[src/hdl/wsfd_pkg.sv]
`default_nettype none
package wsfd_pkg;

  // Length codes in the 7-bit length field of header byte 1
  localparam logic [6:0] LEN16_CODE = 7'd126;
  localparam logic [6:0] LEN64_CODE = 7'd127;

  // Extended length bytes still due after the first one
  localparam logic [2:0] EXT16_LEFT = 3'd1;
  localparam logic [2:0] EXT64_LEFT = 3'd7;

  localparam logic [1:0] KEY_LAST_IDX = 2'd3;

  typedef enum logic [2:0] {
    PH_HDR0,
    PH_HDR1,
    PH_EXTLEN,
    PH_KEY,
    PH_DATA
  } phase_t;

  typedef struct packed {
    logic [7:0] in_byte;
  } in_item_t;

  typedef struct packed {
    logic [7:0] payload_byte;
    logic       last_of_frame;
    logic       empty_frame;
    logic       final_fragment;
    logic [2:0] reserved_bits;
    logic [3:0] frame_opcode;
    logic       was_masked;
  } out_item_t;

endpackage
`default_nettype wire

[src/hdl/wsfd_chan.sv]
`default_nettype none
interface wsfd_chan #(
  parameter type T = logic
) ();
  logic valid;
  logic ready;
  T     data;

  modport source (output valid, output data, input ready);
  modport sink   (input valid, input data, output ready);
endinterface
`default_nettype wire

[src/hdl/wsfd_in_stage.sv]
`default_nettype none
module wsfd_in_stage
  import wsfd_pkg::*;
(
  input  wire logic     clk,
  input  wire logic     rst_n,
  input  wire logic     in_valid,
  input  wire in_item_t in_item,
  output logic          in_ready,
  output logic          stg_valid,
  output in_item_t      stg_item,
  input  wire logic     stg_take
);

  logic     valid_r, valid_nxt;
  in_item_t item_r;

  // Slot frees up in the same cycle the parser takes it
  assign in_ready  = !valid_r || stg_take;
  assign valid_nxt = in_ready ? in_valid : valid_r;

  always_ff @(posedge clk) begin
    if (!rst_n) begin
      valid_r <= 1'b0;
    end else begin
      valid_r <= valid_nxt;
    end
  end

  always_ff @(posedge clk) begin
    if (in_ready && in_valid) begin
      item_r <= in_item;
    end
  end

  assign stg_valid = valid_r;
  assign stg_item  = item_r;

endmodule
`default_nettype wire

[src/hdl/wsfd_parser.sv]
`default_nettype none
module wsfd_parser
  import wsfd_pkg::*;
(
  input  wire logic       clk,
  input  wire logic       rst_n,
  input  wire logic       fire,
  input  wire logic [7:0] raw_byte,
  output logic            res_valid,
  output out_item_t       res_item
);

  phase_t      phase_r, phase_nxt;
  logic [7:0]  hdr_r, hdr_nxt;
  logic        mask_r, mask_nxt;
  logic [63:0] rem_r, rem_nxt;
  logic [2:0]  ext_r, ext_nxt;
  logic [31:0] key_r, key_nxt;
  logic [1:0]  kidx_r, kidx_nxt;

  logic [7:0]  key_byte;
  logic [63:0] rem_shift;
  logic        res_last;
  logic        res_empty;
  logic [7:0]  res_data;

  // Key byte 0 is the first received, kept in the top byte
  always_comb begin
    case (kidx_r)
      2'd0:    key_byte = key_r[31:24];
      2'd1:    key_byte = key_r[23:16];
      2'd2:    key_byte = key_r[15:8];
      default: key_byte = key_r[7:0];
    endcase
  end

  assign rem_shift = {rem_r[55:0], raw_byte};

  always_comb begin
    phase_nxt = phase_r;
    hdr_nxt   = hdr_r;
    mask_nxt  = mask_r;
    rem_nxt   = rem_r;
    ext_nxt   = ext_r;
    key_nxt   = key_r;
    kidx_nxt  = kidx_r;
    res_valid = 1'b0;
    res_last  = 1'b0;
    res_empty = 1'b0;
    res_data  = '0;
    case (phase_r)
      PH_HDR1: begin
        mask_nxt = raw_byte[7];
        rem_nxt  = '0;
        if (raw_byte[6:0] == LEN16_CODE) begin
          ext_nxt   = EXT16_LEFT;
          phase_nxt = PH_EXTLEN;
        end else if (raw_byte[6:0] == LEN64_CODE) begin
          ext_nxt   = EXT64_LEFT;
          phase_nxt = PH_EXTLEN;
        end else begin
          rem_nxt  = {57'd0, raw_byte[6:0]};
          kidx_nxt = '0;
          if (raw_byte[7]) begin
            phase_nxt = PH_KEY;
          end else if (raw_byte[6:0] == 7'd0) begin
            phase_nxt = PH_HDR0;
            res_valid = 1'b1;
            res_last  = 1'b1;
            res_empty = 1'b1;
          end else begin
            phase_nxt = PH_DATA;
          end
        end
      end
      PH_EXTLEN: begin
        rem_nxt = rem_shift;
        if (ext_r == 3'd0) begin
          kidx_nxt = '0;
          if (mask_r) begin
            phase_nxt = PH_KEY;
          end else if (rem_shift == 64'd0) begin
            phase_nxt = PH_HDR0;
            res_valid = 1'b1;
            res_last  = 1'b1;
            res_empty = 1'b1;
          end else begin
            phase_nxt = PH_DATA;
          end
        end else begin
          ext_nxt = ext_r - 3'd1;
        end
      end
      PH_KEY: begin
        case (kidx_r)
          2'd0:    key_nxt[31:24] = raw_byte;
          2'd1:    key_nxt[23:16] = raw_byte;
          2'd2:    key_nxt[15:8]  = raw_byte;
          default: key_nxt[7:0]   = raw_byte;
        endcase
        kidx_nxt = kidx_r + 2'd1;
        if (kidx_r == KEY_LAST_IDX) begin
          if (rem_r == 64'd0) begin
            phase_nxt = PH_HDR0;
            res_valid = 1'b1;
            res_last  = 1'b1;
            res_empty = 1'b1;
          end else begin
            phase_nxt = PH_DATA;
          end
        end
      end
      PH_DATA: begin
        kidx_nxt  = kidx_r + 2'd1;
        rem_nxt   = rem_r - 64'd1;
        res_valid = 1'b1;
        res_data  = raw_byte ^ key_byte;
        res_last  = (rem_r == 64'd1);
        if (rem_r == 64'd1) begin
          phase_nxt = PH_HDR0;
        end
      end
      default: begin
        hdr_nxt   = raw_byte;
        key_nxt   = '0;
        kidx_nxt  = '0;
        rem_nxt   = '0;
        ext_nxt   = '0;
        phase_nxt = PH_HDR1;
      end
    endcase
  end

  always_comb begin
    res_item.payload_byte   = res_data;
    res_item.last_of_frame  = res_last;
    res_item.empty_frame    = res_empty;
    res_item.final_fragment = hdr_r[7];
    res_item.reserved_bits  = hdr_r[6:4];
    res_item.frame_opcode   = hdr_r[3:0];
    res_item.was_masked     = mask_nxt;
  end

  always_ff @(posedge clk) begin
    if (!rst_n) begin
      phase_r <= PH_HDR0;
      hdr_r   <= '0;
      mask_r  <= 1'b0;
      rem_r   <= '0;
      ext_r   <= '0;
      key_r   <= '0;
      kidx_r  <= '0;
    end else if (fire) begin
      phase_r <= phase_nxt;
      hdr_r   <= hdr_nxt;
      mask_r  <= mask_nxt;
      rem_r   <= rem_nxt;
      ext_r   <= ext_nxt;
      key_r   <= key_nxt;
      kidx_r  <= kidx_nxt;
    end
  end

endmodule
`default_nettype wire

[src/hdl/wsfd_out_stage.sv]
`default_nettype none
module wsfd_out_stage
  import wsfd_pkg::*;
(
  input  wire logic      clk,
  input  wire logic      rst_n,
  input  wire logic      load,
  input  wire out_item_t res_item,
  output logic           can_load,
  output logic           out_valid,
  output out_item_t      out_item,
  input  wire logic      out_ready
);

  logic      valid_r, valid_nxt;
  out_item_t item_r;

  assign can_load = !valid_r || out_ready;

  always_comb begin
    if (load) begin
      valid_nxt = 1'b1;
    end else if (out_ready) begin
      valid_nxt = 1'b0;
    end else begin
      valid_nxt = valid_r;
    end
  end

  always_ff @(posedge clk) begin
    if (!rst_n) begin
      valid_r <= 1'b0;
    end else begin
      valid_r <= valid_nxt;
    end
  end

  always_ff @(posedge clk) begin
    if (load) begin
      item_r <= res_item;
    end
  end

  assign out_valid = valid_r;
  assign out_item  = item_r;

endmodule
`default_nettype wire

[src/hdl/websocket_frame_deframer.sv]
// WebSocket (RFC 6455) frame deframer.
// in_chan carries the raw frame stream, one byte per item. Frames follow one
// another with no gap: two header bytes, 2 or 8 extended length bytes when
// the 7-bit length is 126 or 127, four masking key bytes when MASK is set,
// then the payload. Header, length and key bytes give no result.
// out_chan gives one item per payload byte, unmasked, tagged with the frame's
// FIN, RSV and opcode fields, the mask bit and a last-of-frame flag. A frame
// of zero length gives a single empty marker item (payload 0, last set).
// A byte taken from in_chan passes the input register, the parser and the
// output register, in that order, before its result shows on out_chan.
// Throughput: one byte per cycle while out_chan is not stalled; the parser
// is a single pass of logic between the input register and the output
// register, with the 64-bit length down-counter as its longest path.
// Stalls: while out_chan is held off with a result pending, the parser stops
// and the input register holds one more byte, then in_chan.ready drops.
// Reset (synchronous, rst_n low) empties both registers and returns the
// parser to the first header byte of a new frame.
`default_nettype none
module websocket_frame_deframer
  import wsfd_pkg::*;
(
  input  wire logic clk,
  input  wire logic rst_n,
  wsfd_chan.sink    in_chan,
  wsfd_chan.source  out_chan
);

  logic      stg_valid;
  in_item_t  stg_item;
  logic      can_load;
  logic      fire;
  logic      res_valid;
  out_item_t res_item;

  // Input register: decouples in_chan from the parser
  wsfd_in_stage u_in_stage (
    .clk       (clk),
    .rst_n     (rst_n),
    .in_valid  (in_chan.valid),
    .in_item   (in_chan.data),
    .in_ready  (in_chan.ready),
    .stg_valid (stg_valid),
    .stg_item  (stg_item),
    .stg_take  (fire)
  );

  // A staged byte is parsed whenever the output register can take a result
  assign fire = stg_valid && can_load;

  wsfd_parser u_parser (
    .clk       (clk),
    .rst_n     (rst_n),
    .fire      (fire),
    .raw_byte  (stg_item.in_byte),
    .res_valid (res_valid),
    .res_item  (res_item)
  );

  // Output register: holds a result while out_chan stalls
  wsfd_out_stage u_out_stage (
    .clk       (clk),
    .rst_n     (rst_n),
    .load      (fire && res_valid),
    .res_item  (res_item),
    .can_load  (can_load),
    .out_valid (out_chan.valid),
    .out_item  (out_chan.data),
    .out_ready (out_chan.ready)
  );

endmodule
`default_nettype wire

[src/flat_wrapper.sv]
// flat-port wrapper written by rule: the top's interface ports become plain ports
module websocket_frame_deframer_flat import wsfd_pkg::*;
  (clk, rst_n, in_chan_valid, in_chan_data, in_chan_ready, out_chan_valid, out_chan_data, out_chan_ready);
  wsfd_chan in_chan_i ();
  wsfd_chan out_chan_i ();
  input  wire logic clk;
  input  wire logic rst_n;
  input wire logic [$bits(in_chan_i.valid)-1:0] in_chan_valid;
  input wire logic [$bits(in_chan_i.data)-1:0] in_chan_data;
  output wire logic [$bits(in_chan_i.ready)-1:0] in_chan_ready;
  output wire logic [$bits(out_chan_i.valid)-1:0] out_chan_valid;
  output wire logic [$bits(out_chan_i.data)-1:0] out_chan_data;
  input wire logic [$bits(out_chan_i.ready)-1:0] out_chan_ready;
  assign in_chan_i.valid = in_chan_valid;
  assign in_chan_i.data = in_chan_data;
  assign in_chan_ready = in_chan_i.ready;
  assign out_chan_valid = out_chan_i.valid;
  assign out_chan_data = out_chan_i.data;
  assign out_chan_i.ready = out_chan_ready;
  websocket_frame_deframer u_core (.clk(clk), .rst_n(rst_n), .in_chan(in_chan_i), .out_chan(out_chan_i));
endmodule
[config.mk]
export PLATFORM = sky130hd
export DESIGN_NAME = websocket_frame_deframer_flat
export DESIGN_NICKNAME = d
export VERILOG_FILES = /design/src/hdl/wsfd_pkg.sv /design/src/hdl/wsfd_chan.sv /design/src/hdl/wsfd_in_stage.sv /design/src/hdl/wsfd_parser.sv /design/src/hdl/wsfd_out_stage.sv /design/src/hdl/websocket_frame_deframer.sv /design/src/flat_wrapper.sv
export SDC_FILE = /design/constraint.sdc
export NUM_CORES = 1
export LEC_CHECK = 0
export BUFFER_PORTS_ARGS = -buffer_cell sky130_fd_sc_hd__buf_2
export CAP_MARGIN = 10
export CORE_MARGIN = 1.5
export CORE_UTILIZATION = 65
export CTS_BUF_LIST = sky130_fd_sc_hd__clkbuf_2
export CTS_CLUSTER_DIAMETER = 50
export DETAILED_ROUTE_END_ITERATION = 12
export GPL_TIMING_DRIVEN = 0
export PLACE_DENSITY = 0.82
export SLEW_MARGIN = 20
export SYNTH_ARGS = -nofsm -noshare
export SYNTH_HDL_FRONTEND = slang
export SYNTH_SLANG_ARGS = --single-unit
[constraint.sdc]
create_clock -name clk -period 3.1 [get_ports clk]
set_input_delay 0.31 -clock clk [delete_from_list [all_inputs] [get_ports clk]]
set_output_delay 0.31 -clock clk [all_outputs]
set_load 0.05 [all_outputs]
Word-level counts from Yosys, hierarchy flattened
Index checks and enable logic that the tools add are counted.

Register bits after elaboration: 77. Input bits: 5. Output and inout bits: 3.

$add $sub $neg: 3. Equal/unequal tests: 10. Multiplexer cells: 23. Bitwise logic cells: 3. Reduce and logical (&&, ||, !) cells: 18.

Operators with widths (count): 64-bit case mux with 4 select lines (1); 64-bit zero test (2); 64-bit by 1-bit equality test with 1-bit output (second input constant) (1); 64-bit by 1-bit subtractor with 64-bit output (second input constant) (1); 3-bit two-way mux (8); 3-bit case mux with 4 select lines (1); 1-bit two-way mux (9); 2-bit != test (second input constant) (4); 4-bit AND reduction (2); 7-bit zero test (1); 3-bit by 2-bit equality test with 1-bit output (second input constant) (2); 3-bit case mux with 2 select lines (1); 1-bit case mux with 4 select lines (1); 2-bit case mux with 2 select lines (1); 2-bit AND reduction (2); 3-bit by 1-bit equality test with 1-bit output (second input constant) (1); 3-bit equality test (second input constant) (1); 1-bit logical AND (3); 3-bit zero test (1); 1-bit NOT (3); 3-bit OR reduction (1); 3-bit by 1-bit subtractor with 3-bit output (second input constant) (1); 2-bit by 1-bit adder with 2-bit output (second input constant) (1); 2-bit equality test (second input constant) (1); 5 further kinds (7).

Depth between registers and ports, before layout
Gate-level depths: netlist of run 1.

Word-level depth: 7. Gate-level depth with buffers: 9. Depth with buffers taken out: 9.

Cells and area by module
Synthesis of run 1 repeated with hierarchy kept, for this count alone.

Cells, all modules: 894. Area total of the unflattened synthesis: 7783.7 µm².

By module, submodules not included: wsfd_parser (instances 1, cells an instance 855, area each 6850.3 µm², seq. area each 2262.2 µm²); wsfd_out_stage (instances 1, cells an instance 23, area each 619.3 µm², seq. area each 590.6 µm²); wsfd_in_stage (instances 1, cells an instance 13, area each 297.8 µm², seq. area each 260.2 µm²); websocket_frame_deframer (instances 1, cells an instance 3, area each 16.3 µm², seq. area each 0.0 µm²).

Least setup slack after synthesis of run 1
OpenSTA, ideal clock, no wires.

Path kind: reg-to-reg. From: register u_core.u_parser.rem_r[37]. To: register u_core.u_parser.rem_r[50]. Arrival: 2.339 ns. Data required time: 2.968 ns. Path slack: 0.630 ns. Stages on the path, launching flop included: 9. Period minus slack after synthesis: 2.470 ns. Cell sequence: dfxtp_1 > buf_2 > or4_1 > nor4_1 > nand3_1 > and2b_2 > mux2_2 > a221oi_1 > nor3_1.

Cells in the longest elaborated chain, start to end: 2.

Ends and longest elaborated chain: from (decl) (line wsfd_parser.sv:16) `logic [63:0] rem_r, rem_nxt;`; from (signal assigned) (line wsfd_parser.sv:157) `rem_r <= rem_nxt;`; 64-bit by 1-bit subtractor with 64-bit output (line wsfd_parser.sv:115) `rem_nxt = rem_r - 64'd1;`; 64-bit case mux with 4 select lines (line wsfd_parser.sv:51) `case (phase_r)`.

Every way passes these cells. A chain may end at the register's enable or synchronous reset.

Worst setup path in the final report of run 1
Ends and elaborated chain as after synthesis.

==> results of run 1 <==
## per-stage QoR
stage                     area [µm²]  power [mW]
after floorplan                 4650        1.39
after global placement          4800        1.49
after detailed placement        4810        1.50
after CTS                       4940        2.04
after global routing            4950        2.15
final                           4950        2.07
## final cells by class
class	count	area [µm²]	area share [%]
buffer	35	140	2.83
timing repair buffer	8	50.0	1.01
sequential	77	1560	31.5
multi-input combinational	493	2930	59.1
inverter	11	41.3	0.834
clock inverter	7	66.3	1.34
clock buffer	9	45.0	0.910
tap	96	120	2.43
## final timing paths
kind | from | end | slack, ns
worst max-delay path | u_core.u_parser.rem_r[37] | u_core.u_parser.rem_r[50] | 0.07
worst min-delay path | out_chan_ready | u_core.u_in_stage.stg_valid | 0.12
worst max register to register | u_core.u_parser.rem_r[37] | u_core.u_parser.rem_r[50] | 0.07
worst min register to register | u_core.u_parser.rem_r[62] | u_core.u_parser.rem_r[62] | 0.48
## cells by family after synthesis
group,Yosys count,share of synthesized area [%]
xor+xnor,28,5.27
buf+inv,46,3.87
mux,3,0.672
simple gates,280,32.3
fa+ha+maj,5,1.34
compound gates,177,23.0
flops,77,33.5
## where the power goes
group / leakage [nW] / internal, mW / switching (mW) / total [mW]
Sequential: 0.627 / 1.01 / 0.0154 / 1.02
Combinational: 1.22 / 0.178 / 0.313 / 0.490
Clock: 0.0613 / 0.179 / 0.378 / 0.557
## layout by cell type, fill, tap and decap left out, types with 4 or more instances in the layout
cell	synthesis	layout
inv_1	10	10
a22oi_1	12	12
clkbuf_2	0	10
nor2b_1	5	5
xor2_1	16	16
nor4_1	18	18
ha_1	5	5
o22ai_1	16	16
nand2_1	56	56
nor2_1	63	62
nand3_1	21	21
dfxtp_1	75	75
or4_1	8	8
and3_1	20	20
a21oi_1	61	61
buf_2	3	9
xnor2_1	12	12
or3_1	12	12
clkbuf_1	30	29
a211oi_1	4	4
nor3_1	41	41
nand2b_1	6	6
and2_1	4	4
o211ai_1	6	6
a32oi_1	5	5
a31oi_1	8	8
o21ai_0	44	44
## flip-flops by register name, summed over array words and instances (netlist names)
signal	cells
u_core.u_in_stage.stg_item	1
u_core.u_in_stage.stg_valid	1
u_core.u_out_stage.out_item	1
u_core.u_out_stage.out_valid	1
u_core.u_parser.ext_r	3
u_core.u_parser.kidx_r	2
u_core.u_parser.mask_r	1
u_core.u_parser.phase_r	3
u_core.u_parser.rem_r	64
## what timing repair did
action / in CTS / in global routing
endpoints found under the setup margin: 0 / 12
endpoints found under the hold margin: 2 / 0
setup buffers: 0 / 0
gates resized for setup: 0 / 4
hold buffers: 2 / 0
## synth_stat cells, drive strengths merged, types with 3 or more instances
cell and count:
a211oi 4, a21o 3, a21oi 61, a221oi 3
a222oi 3, a22oi 12, a31oi 8, a32oi 5
and2 4, and3 22, buf 5, clkbuf 30
dfxtp 75, ha 5, inv 11, nand2 56
nand2b 6, nand3 23, nand3b 3, nand4 4
nand4b 3, nor2 63, nor2b 5, nor3 44
nor4 19, o211ai 6, o21ai 44, o22ai 16
or3 12, or4 9, xnor2 12, xor2 16
## tightest hold or removal path: cells and delay by family
| family | cells | cell delay [ns] |
|---|---|---|
| simple gates | 2 | 0.12 |
| compound gates | 1 | 0.15 |
| buf+inv | 1 | 0.08 |
## layer usage
metal	share of wire (%)	GRT usage, %	vias up
li1	-	-	2324
met3	12	8.67	102
met4	5.2	22.8	0
met1	38	51.8	2390
met2	44	63.4	420
met5	0	0	-
==> results.sh, run 1 <==
export IMPL_layout_nets=645
export IMPL_grt_pass1_vias=4719
export IMPL_rsz0062_at_grt="false"
export IMPL_powerDensity_nw_per_um2=418
export IMPL_place_ws_ns=0.164
export IMPL_vdd_ir_drop_max_v=0.000270
export IMPL_layout_drive_gt1_share_pct=7.03
export IMPL_min_period_over_period_pct=97.8
export IMPL_avgViaCountPerCell=7.11
export IMPL_core_area_um2=6870
export IMPL_period_needed_ns=3.03
export IMPL_gp_congestion=0.985
export IMPL_critPathTopFamily="simple AND/OR/NAND/NOR gates"
export IMPL_cts_tree="done"
export IMPL_first_pass_iters=6
export IMPL_totalWireLength_um=15200
export IMPL_dr_first_iter_drc_count=718
export IMPL_fillers=574
export IMPL_cp_depth=8
export IMPL_netlist_area_leader_share_pct=32.3
export IMPL_cts_buffer_depth=2
export IMPL_min_path_cells=4
export IMPL_cap_violations=0
export IMPL_ant_nets=0
export IMPL_overflow=0
export IMPL_cts_root_buf="clkbuf_2"
export IMPL_yosysWarnings=0
export IMPL_syn_avg_cell_area_um2=7.56
export IMPL_drv_slew=0
export IMPL_slowest_stage="nor4_1"
export IMPL_cp_cell_sequence="buf_2 -> or4_1 -> nor4_1 -> nand3_1 -> and2b_2 -> mux2_2 -> a221oi_1 -> nor3_1"
export IMPL_hpwl_um=10400
export IMPL_reg2reg_depth=8
export IMPL_die_h_um=87.6
export IMPL_die_area_um2=7680
export IMPL_drc=0
export IMPL_grt_max_degree=14
export IMPL_io_buffers=6
export IMPL_synth_cell_types=62
export IMPL_dpl_cell_count=718
export IMPL_cp_required_ns=3.55
export IMPL_arrival_ns=3.48
export IMPL_vias=5236
export IMPL_finalHoldViolCount=0
export IMPL_critPathBufInv=1
export IMPL_ys_seq_area_share_pct=33.5
export IMPL_syn_to_final_growth_pct=6.37
export IMPL_path_clk_slew_ns=0.23
export IMPL_wire_per_inst_um=20.6
export IMPL_grt_pass1_wl_um=23800
export IMPL_relSlewSlack_pct=44.0
export IMPL_min_delay_path_class="in -> reg"
export IMPL_critPathLaunchType="flip-flop"
export IMPL_final_core_util_pct=72.1
export IMPL_path_class="reg -> reg"
export IMPL_finalSetupTns_ns=0
export IMPL_fin_skew_ns=0.0293
export IMPL_rows=30
export IMPL_final_cells=736
export IMPL_fmax_mhz=330
export IMPL_h_tree_depth=3
export IMPL_leakagePower_nw=1.91
export IMPL_ys_seq_elements=77
export IMPL_diodes=0
export IMPL_die_w_um=87.6
export IMPL_endpoint_kind="flip-flop"
export IMPL_setup_viol=0
export IMPL_whs_ns=0.118
export IMPL_numCtsBuffers=9
export IMPL_synth_edf_count=2
export IMPL_fin_ws_ns=0.0682
export IMPL_synth_area_leaders="dfxtp_1, a21oi_1, nor2_1, o21ai_0, nand2_1"
export IMPL_initial_core_util_pct=67.8
export IMPL_synth_ff_type="dfxtp_1"
export IMPL_antenna_found_initial=0
export IMPL_slowest_delay_ns=0.51
export IMPL_run_status="finished, final reports clean"
export IMPL_async_flop_share_pct=0
export IMPL_synth_top_cell_by_area="dfxtp_1"
export IMPL_syn_nets=626
export IMPL_grt_usage_pct=40.5
export IMPL_syn_inst=616
export IMPL_clock_sinks=77
export IMPL_worst_slew_pin_slew_ns=0.837
export IMPL_synth_cell_area_um2=4650
export IMPL_ios=8
export IMPL_clkLatencyLatePin_ns=0.55
export IMPL_crit_fanout=9
(Power assumes the default switching activity.)
==> run 2: changes to the inputs <==
ABC_AREA = 1   (was default)
CORE_UTILIZATION = 66   (was 65)
PLACE_DENSITY = 0.83   (was 0.82)
==> run 2 against run 1 <==
Via count grew 28%. Critical path type unchanged. Register-to-register slack better by 0.92 ns. Highest routed layer unchanged. Critical endpoint is now u_core.u_parser.rem_r[29]. Setup slack better by 0.92 ns. Worst hold slack worse by 0.11 ns.
==> results.sh, run 2 <==
export IMPL_rsz0062_at_grt="false"
export IMPL_finalSetupTns_ns=0
export IMPL_run_status="finished, final reports clean"
export IMPL_fmax_mhz=474
export IMPL_die_w_um=96.8
export IMPL_synth_cell_types=38
export IMPL_drc=0
export IMPL_core_area_um2=8640
export IMPL_fin_skew_ns=0.0286
export IMPL_first_pass_iters=6
export IMPL_overflow=0
export IMPL_cp_required_ns=3.60
export IMPL_yosysMostFrequentCell="nand2_1"
export IMPL_h_tree_depth=3
export IMPL_wl_met3_um=1920
export IMPL_grt_max_degree=13
export IMPL_vdd_ir_drop_max_v=0.000357
export IMPL_power_switching_mw=1.03
export IMPL_routed_top_layer="met4"
export IMPL_netlist_area_leader_share_pct=26.5
export IMPL_syn_to_final_growth_pct=5.64
export IMPL_yosysWarnings=0
export IMPL_finalHoldViolCount=0
export IMPL_diodes=0
export IMPL_worst_slew_pin_slew_ns=0.666
export IMPL_setup_viol=0
export IMPL_synth_top_cell_by_area="nand2_1"
export IMPL_slowest_stage="nor2_1"
export IMPL_clkLatencyLatePin_ns=0.57
export IMPL_critPathBufInv=1
export IMPL_final_common_cell="nand2_1"
export IMPL_postPlaceCellArea_um2=5980
export IMPL_dr_first_iter_drc_count=752
export IMPL_cts_setup_buffers=0
export IMPL_die_area_um2=9380
export IMPL_initial_core_util_pct=67.3
export IMPL_ant_nets=0
export IMPL_leakagePower_nw=3.05
export IMPL_cp_cell_sequence="nor2_2 -> inv_1 -> nor2_1 -> nand2_1 -> nor2_1 -> nor2_1 -> o21ai_0 -> nand2_1 -> a21oi_1"
export IMPL_powerDensity_nw_per_um2=427
export IMPL_synth_cell_area_um2=5810
export IMPL_largest_register="u_core.u_parser.rem_r"
export IMPL_cts_tree="done"
export IMPL_wl_met1_um=7580
export IMPL_ys_seq_area_share_pct=26.9
export IMPL_synth_edf_count=2
export IMPL_route_met2_wl_um=8110
export IMPL_cap_violations=0
export IMPL_slowest_delay_ns=0.45
export IMPL_clock_sinks=77
export IMPL_synth_area_leaders="nand2_1, dfxtp_1, nor2_1, nand3_1, inv_1"
export IMPL_dpl_cell_count=1155
export IMPL_path_clk_slew_ns=0.25
export IMPL_grt_usage_pct=40.4
export IMPL_finalInstanceArea_um2=6140
export IMPL_critPathLaunchType="flip-flop"
export IMPL_wire_per_inst_um=15.8
export IMPL_numCtsBuffers=9
export IMPL_syn_avg_cell_area_um2=5.59
export IMPL_async_flop_share_pct=0
export IMPL_syn_nets=1050
export IMPL_relSlewSlack_pct=55.6
export IMPL_swShare_pct=39.2
export IMPL_io_buffers=7
export IMPL_endpoint_kind="flip-flop"
export IMPL_syn_inst=1040
export IMPL_min_delay_path_class="in -> reg"
export IMPL_layout_common_cells="nand2_1, nor2_1, nand3_1"
export IMPL_grt_pass1_vias=6157
export IMPL_final_cells=1171
export IMPL_drv_slew=0
export IMPL_combPwrFrac_pct=32.6
export IMPL_clockPowerShare_pct=27.8
export IMPL_critPathTopFamily="simple AND/OR/NAND/NOR gates"
export IMPL_period_needed_ns=2.11
export IMPL_cts_buffer_depth=2
export IMPL_path_class="reg -> reg"
export IMPL_gp_congestion=1.02
export IMPL_arrival_ns=2.61
export IMPL_crit_fanout=6
export IMPL_layout_nets=1069
export IMPL_grt_pass1_wl_um=30400
export IMPL_synth_commonest_cells="nand2_1, nor2_1, nand3_1"
export IMPL_avgViaCountPerCell=5.71
export IMPL_hpwl_um=14200
export IMPL_top_regs="u_core.u_parser.rem_r x64, u_core.u_parser.ext_r x3, u_core.u_parser.phase_r x3"
export IMPL_totalWireLength_um=18500
export IMPL_antenna_found_initial=0
export IMPL_rows=34
export IMPL_die_h_um=96.8
export IMPL_layout_drive_gt1_share_pct=7.15
export IMPL_rrSetupSlack_ns=0.99
export IMPL_crit_top_cell="nor2_1"
export IMPL_internal_power_mw=1.59
export IMPL_min_period_over_period_pct=68.1
export IMPL_ys_seq_elements=77
export IMPL_vias=6691
export IMPL_postCtsResizedCells=0
export IMPL_cts_root_buf="clkbuf_2"
export IMPL_largest_reg_flops=64
export IMPL_ios=8
export IMPL_synth_ff_type="dfxtp_1"
export IMPL_seq_power_share_pct=39.6
==> run 2: cells by family after synthesis <==
logic type / after synthesis / synth area share, %
xor gates and xnor gates: 2 / 0.301
adders and majority gates: 5 / 1.08
DFF: 77 / 26.9
buffers and inverters: 127 / 9.64
and+or+nand+nor: 714 / 51.3
AOI/OAI and AO/OA: 115 / 10.8
==> run 2: path summary, 6_finish.rpt <==
path                       startpoint                         end  depth (start not counted)
max          u_core.u_parser.rem_r[3]   u_core.u_parser.rem_r[29]                          9
min                             rst_n  u_core.u_parser.phase_r[0]                          3
max reg2reg  u_core.u_parser.rem_r[3]   u_core.u_parser.rem_r[29]                          9
min reg2reg  u_core.u_parser.ext_r[1]    u_core.u_parser.ext_r[1]                          2
==> run 2: power by group through the flow <==
stage          clock network (mW)  registers [mW]  logic [mW]
2_1_floorplan                   0            1.05       0.602
3_3_place_gp                    0            1.05       0.806
3_5_place_dp                    0            1.06       0.822
4_1_cts                     0.719            1.04       0.826
5_1_grt                     0.753            1.04       0.942
6_report                    0.729            1.04       0.854
==> run 2: per-stage QoR <==
| step | hold WS [ns] | total power [mW] | worst slack [ns] | utilization (%) |
|---|---|---|---|---|
| after detailed placement | 0.460 | 1.88 | 1.16 | 69.3 |
| after CTS | 0.00288 | 2.58 | 1.11 | 71.1 |
| after global routing | 0.00369 | 2.74 | 0.871 | 71.1 |
| after floorplan | 0.409 | 1.65 | 1.42 | - |
| after global placement | 0.458 | 1.86 | 1.16 | 69.3 |
| final | 0.00909 | 2.62 | 0.989 | 71.1 |
==> run 2: per-layer routing <==
| metal | global-route usage (%) | up-vias |
|---|---|---|
| li1 | - | 3320 |
| met1 | 52.8 | 2955 |
| met2 | 63.9 | 342 |
| met3 | 8.60 | 74 |
| met4 | 18.7 | 0 |
| met5 | 0 | - |
==> run 2: cell type report <==
cell class,instances,area (µm²)
plain buffers,32,204
clock buffers,9,45.0
clock inverters,6,103
fillers,852,2500
inverters,95,357
multi-input cells,836,3690
flip-flops and latches,77,1560
well taps,108,135
repair buffers,8,45.0
==> run 2: worst register-to-register path: cells and delay by family, from the launching register on <==
family | cells | cell delay (ns)
buffers and inverters | 1 | 0.07
DFF | 1 | 0.42
AOI/OAI and AO/OA | 2 | 0.35
and+or+nand+nor | 6 | 1.23
==> run 2: what timing repair did <==
action,4_1_cts,5_1_grt
endpoints found under the hold margin,1,0
endpoints found under the setup margin,0,0
hold buffers,1,0
